`src/rtl/core/hvcb_pkg.sv`:
```
// Shared types and constants of the context bundler
`default_nettype none
package hvcb_pkg;

  localparam int VOCAB_SIZE_DEF = 256;
  localparam int VECTOR_DIM_DEF = 256;
  localparam int MAX_WINDOW_DEF = 4;

  localparam logic [15:0] DECAY_RST = 16'd65470;
  localparam logic [2:0]  WLEN_RST  = 3'd4;

  localparam logic [1:0] MODE_TOKEN = 2'd0;
  localparam logic [1:0] MODE_LOAD  = 2'd1;
  localparam logic [1:0] MODE_READ  = 2'd2;
  localparam logic [1:0] MODE_CLEAR = 2'd3;

  localparam logic REG_DECAY = 1'b0;
  localparam logic REG_WLEN  = 1'b1;

  typedef struct packed {
    logic signed [31:0] re;
    logic signed [31:0] im;
  } emb_t;

  typedef struct packed {
    logic signed [15:0] re;
    logic signed [15:0] im;
  } base_t;

endpackage
`default_nettype wire

```
`src/rtl/core/hvcb_mac.sv`:
```
// Decay multiply (registered) then round, base add and saturate
`default_nettype none
module hvcb_mac (
  input  wire                 clk,
  input  wire                 en,
  input  hvcb_pkg::emb_t      part,
  input  hvcb_pkg::base_t     base,
  input  wire          [15:0] decay,
  output hvcb_pkg::emb_t      res
);

  logic signed [48:0] prod_re_r;
  logic signed [48:0] prod_im_r;
  hvcb_pkg::base_t    base_r;

  always_ff @(posedge clk) begin
    if (en) begin
      prod_re_r <= part.re * $signed({1'b0, decay});
      prod_im_r <= part.im * $signed({1'b0, decay});
      base_r    <= base;
    end
  end

  function automatic logic signed [31:0] finish(input logic signed [48:0] prod,
                                                input logic signed [15:0] b);
    logic signed [49:0] rnd;
    logic signed [34:0] sum;
    begin
      rnd = 50'(prod) + 50'sd32768;
      sum = 35'($signed(rnd[49:16])) + (35'(b) <<< 5);
      if (sum > 35'sd2147483647)       finish = 32'sh7fffffff;
      else if (sum < -35'sd2147483648) finish = 32'sh80000000;
      else                             finish = sum[31:0];
    end
  endfunction

  assign res.re = finish(prod_re_r, base_r.re);
  assign res.im = finish(prod_im_r, base_r.im);

endmodule
`default_nettype wire

```
`config.mk`:
```
export PLATFORM = sky130hd
export DESIGN_NAME = hvcb_mac
export DESIGN_NICKNAME = d
export VERILOG_FILES = /design/src/rtl/core/hvcb_pkg.sv /design/src/rtl/core/hvcb_mac.sv
export SDC_FILE = /design/constraint.sdc
export NUM_CORES = 2
export LEC_CHECK = 0
export ABC_AREA = 1
export BUFFER_PORTS_ARGS = -buffer_cell sky130_fd_sc_hd__buf_2
export CAP_MARGIN = 20
export CORE_MARGIN = 2
export CORE_UTILIZATION = 35
export CTS_BUF_LIST = sky130_fd_sc_hd__clkbuf_8
export DETAILED_ROUTE_END_ITERATION = 8
export PLACE_DENSITY = 0.53
export SYNTH_ARGS = -nofsm -noshare
export SYNTH_HDL_FRONTEND = slang
export SYNTH_SLANG_ARGS = --single-unit
```
`constraint.sdc`:
```
create_clock -name clk -period 10.9 [get_ports clk]
set_input_delay 2.18 -clock clk [delete_from_list [all_inputs] [get_ports clk]]
set_output_delay 2.18 -clock clk [all_outputs]
set_load 0.005 [all_outputs]
```
# Word level (Yosys, flattened, before mapping)
# Index checks and enable logic that the tools add are counted.
op_classes:
  addsub: 4
  multipliers: 2
  order_cmp: 4
  n_mux: 4
op_table:
  columns: ["operator", "count"]
  rows:
  - ["two-way mux 32 bit", 4]
  - ["adder 49 x 17 -> 50 bit, second input constant", 2]
  - ["multiplier 32 x 17 -> 49 bit", 2]
  - ["adder 34 x 21 -> 35 bit", 2]
  - ["greater-than comparator 35 x 32 -> 1 bit, second input constant", 2]
  - ["less-than comparator 35 x 32 -> 1 bit, second input constant", 2]
totals:
  reg_bits: 130
  output_inout_bits: 64
  elab_cells: 18

# Depth between registers and ports, before layout
logic_depth:
  word_depth: 5
  mapped_depth: 29
  mapped_depth_nobuf: 28

# Worst setup path after synthesis
# OpenSTA, ideal clock, no wires.
synth_timing:
  path_type: "in2reg"
  start: "in decay[3]"
  end: "reg prod_re_r[45] (data pin)"
  t_arrival_ps: 7511
  required_ps: 10641
  path_slack_ps: 3130
  cell_stages: 20
  n_path_buf: 2
  cell_sequence: "clkbuf_1 -> clkbuf_1 -> nand2_1 -> fa_1 -> fa_1 -> inv_1 -> fa_1 -> fa_1 -> fa_1 -> inv_1 -> fa_1 -> inv_1 -> ha_1 -> nand2_1 -> nor2_1 -> inv_1 -> nor4_1 -> o21ai_0 -> nand3_1 -> xor2_1"
synth_via:
  elab_chain_cells: 1
synth_lines:
  columns: ["item", "line_no", "source"]
  rows:
  - ["start: declaration", "hvcb_mac.sv:8", "input wire [15:0] decay,"]
  - ["multiplier 32 x 17 -> 49 bit", "hvcb_mac.sv:18", "prod_re_r <= part.re * $signed({1'b0, decay});"]
  - ["end signal: assignment", "hvcb_mac.sv:18", null]
  - ["end: declaration", "hvcb_mac.sv:12", "logic signed [48:0] prod_re_r;"]
# Every way passes these cells.
# A chain may end at the register's enable or synchronous reset.

# Worst setup path after layout
layout_timing:
  start: "in decay[4]"
  end: "reg prod_im_r[40] (data pin)"
layout_via:
  elab_chain_cells: 1
layout_lines:
  columns: ["item", "line_no", "source"]
  rows:
  - ["multiplier 32 x 17 -> 49 bit", "hvcb_mac.sv:19", "prod_im_r <= part.im * $signed({1'b0, decay});"]
  - ["end signal: assignment", "hvcb_mac.sv:19", null]
  - ["end: declaration", "hvcb_mac.sv:13", "logic signed [48:0] prod_im_r;"]
# Every way passes these cells.

==> flow_summary.toml <==
[outcome]
status = "finished, final reports clean"

[timing]
fin_crit_sh = 0.8031
min_period_ps = 8754
maxSlewViolCount = 0
rsz0062_at_grt = "no"
setup_viol = 0
slew_headroom = 0.3428
fmax_ghz = 0.1142
fin_tns_setup_ps = 0
tightest_slew_ps = 985.7
final-hold-violation-count = 0

[drt]
drt_first_pass_iters = 6
antenna_left = 0
drt_iter0_markers = 2282
avgViaCountPerCell = 4.705
drc = 0
vias = 37552
routedWlPerCell_um = 17.83
wl_um = 142300

[synth]
yosysWarnings = 0
synth.distinct_cells = 44
ys_seq_area_frac = 0.06440
syn-num-nets = 7626
async_flop_share = 0
synth-edff-count = 100
synth_area_um2 = 46630
synthFlopType = "edfxtp_1"
synth_area_per_cell_um2 = 7.465
synth_cells = 6246
yosys_register_bits = 100

[clocking]
post-cts-setup-buffers = 0
cts_tree = "built"
cts-resized-gates = 0
cts_buffer_depth = 2
path_clk_slew_ps = 130
htree_num_levels = 3
cts_inserted_buffers = 9
postCtsHoldBufs = 0
clock-sinks = 100
root_buffer = "clkbuf_8"

[final_layout]
area_delta_synth_final_pct = 5.450
fin_cells = 7982
drive_above_1_share = 0.04404
nNetsFinal = 7596
n_fill_cell = 14141

[grt]
grt_pass1_vias = 40646
overflow = 0
antenna_found_initial = 28
track_usage = 0.2149
grt_first_pass_wirelength_um = 227600
grt_max_degree = 56

[critical_path]
worstSetupPathType = "primary input to register"
end_kind = "register"
critical_path.max_stage_delay_ps = 710
start_kind = "primary input"
worstPathMaxFanout = 49
cp_data_arrival_time_ps = 8970
slowest_stage = "buf_4"
required_ps = 11110
path_cells = "buf_2, buf_4, nand2_1, fa_1, fa_1, inv_1, fa_1, fa_1, fa_1, inv_1, fa_1, inv_1, ha_1, nand2_1, a21oi_1, a211oi_1, o21ai_0, a21oi_1, nand3_1, xor2_1"
cpMostUsedCell = "fa_1"

[floorplan]
die-height_um = 369.0
coreArea_um2 = 131800
dieWidth_um = 369.0
start_util = 0.3538
ioPinCount = 178
die-area_um2 = 136200
row_count = 133

[placed_design]
port_buffers = 177
place_congestion = 0.9211
post-dp-hpwl_um = 119000
dp.cells = 7959

[min_path]
hp-class = "primary input to register"

[run]
cap_violations = 0
Yosys cell counts (4+ instances only):
cell / instances / area share
nor4_1: 15 / 0.0020
a21o_1: 16 / 0.0026
o21ai_0: 70 / 0.0075
nor2_1: 273 / 0.022
buf_1: 31 / 0.0025
xor2_1: 122 / 0.023
nor3_1: 44 / 0.0047
a31oi_1: 12 / 0.0016
a21boi_0: 5 / 0.00081
fa_1: 976 / 0.42
a21oi_1: 166 / 0.018
nand2_1: 1746 / 0.14
clkbuf_1: 205 / 0.017
nand3_1: 106 / 0.011
buf_6: 9 / 0.0022
inv_2: 7 / 0.00056
o21a_1: 16 / 0.0026
nor2_2: 8 / 0.0011
o21bai_1: 22 / 0.0035
and3_1: 10 / 0.0013
xnor2_1: 54 / 0.010
nand3b_1: 5 / 0.00081
inv_1: 1851 / 0.15
ha_1: 290 / 0.078
nand3_2: 11 / 0.0024
nor2_4: 4 / 0.00097
edfxtp_1: 100 / 0.064
o21ai_1: 5 / 0.00054
nand4_1: 30 / 0.0040
nand2_2: 13 / 0.0017
layout make-up:
| cell class | instances | area, um^2 | share of cell area |
|---|---|---|---|
| multi-input combinational | 4040 | 35640 | 0.7249 |
| inverter | 1858 | 6974 | 0.1418 |
| sequential | 100 | 3003 | 0.06107 |
| tap | 1755 | 2196 | 0.04466 |
| timing repair buffer | 207 | 1159 | 0.02356 |
| clock buffer | 9 | 123.9 | 0.002519 |
| clock inverter | 7 | 57.56 | 0.001171 |
| antenna | 6 | 15.01 | 0.0003054 |
metal layers:
metal,track usage,share of wire
met1,0.2885,0.45
met2,0.3773,0.49
met3,0.02168,0.049
met4,0.03862,0.016
met5,0,0.00055
stage by stage:
stage / hold slack [ps] / setup slack (ps) / util / instance area (um^2)
finish: 1871 / 2146 / 0.3731 / 49170
global route: 1834 / 1868 / 0.3730 / 49160
CTS: 1814 / 2198 / 0.3727 / 49130
detailed placement: 2358 / 1670 / 0.3714 / 48940
global placement: 2358 / 1673 / 0.3714 / 48940
floorplan: 2279 / 3130 / - / 46630
cell usage in the layout, fill, tap and decap left out, types with 15 or more instances in the layout:
master       n
inv_1     1852
nand2_1   1746
fa_1       976
ha_1       290
nor2_1     273
buf_2      176
a21oi_1    166
xor2_1     122
nand3_1    106
edfxtp_1   100
o21ai_0     70
xnor2_1     54
nor3_1      44
nand4_1     30
buf_4       28
o21bai_1    22
a21o_1      16
o21a_1      16
nor4_1      15
state kept, by name (all words and copies together), names as in the netlist:
signal,flops
base_r,32
prod_im_r,34
prod_re_r,34
path summary, 6_finish.rpt:
kind / startpoint / end / slack [ps] / cells past startpoint
setup / recovery: decay[4] / prod_im_r[40]$_DFFE_PP_ / 2150 / 20
hold / removal: base[31] / base_r[31]$_DFFE_PP_ / 1870 / 1
cell families (layout without fill, tap and decap cells):
logic type | Yosys count | in the layout | synth area share
compound gates | 326 | 326 | 0.03926
xor+xnor | 176 | 176 | 0.03306
fa+ha+maj | 1266 | 1266 | 0.4969
buf+inv | 2106 | 2081 | 0.1712
flops | 100 | 100 | 0.06440
other cells | 0 | 6 | 0
simple gates | 2272 | 2272 | 0.1952
critical path, delay by kind of cell:
kind                     cells  cell delay (ps)
adder cells (fa/ha/maj)      7             3510
buffers and inverters        5             1560
AO/OA/AOI/OAI                4              980
AND/OR/NAND/NOR              3              450
XOR/XNOR                     1              170
Power is left out: the tool's default activity adds up to more than one toggle a clock period on the data nets, which glitch-free logic cannot reach.
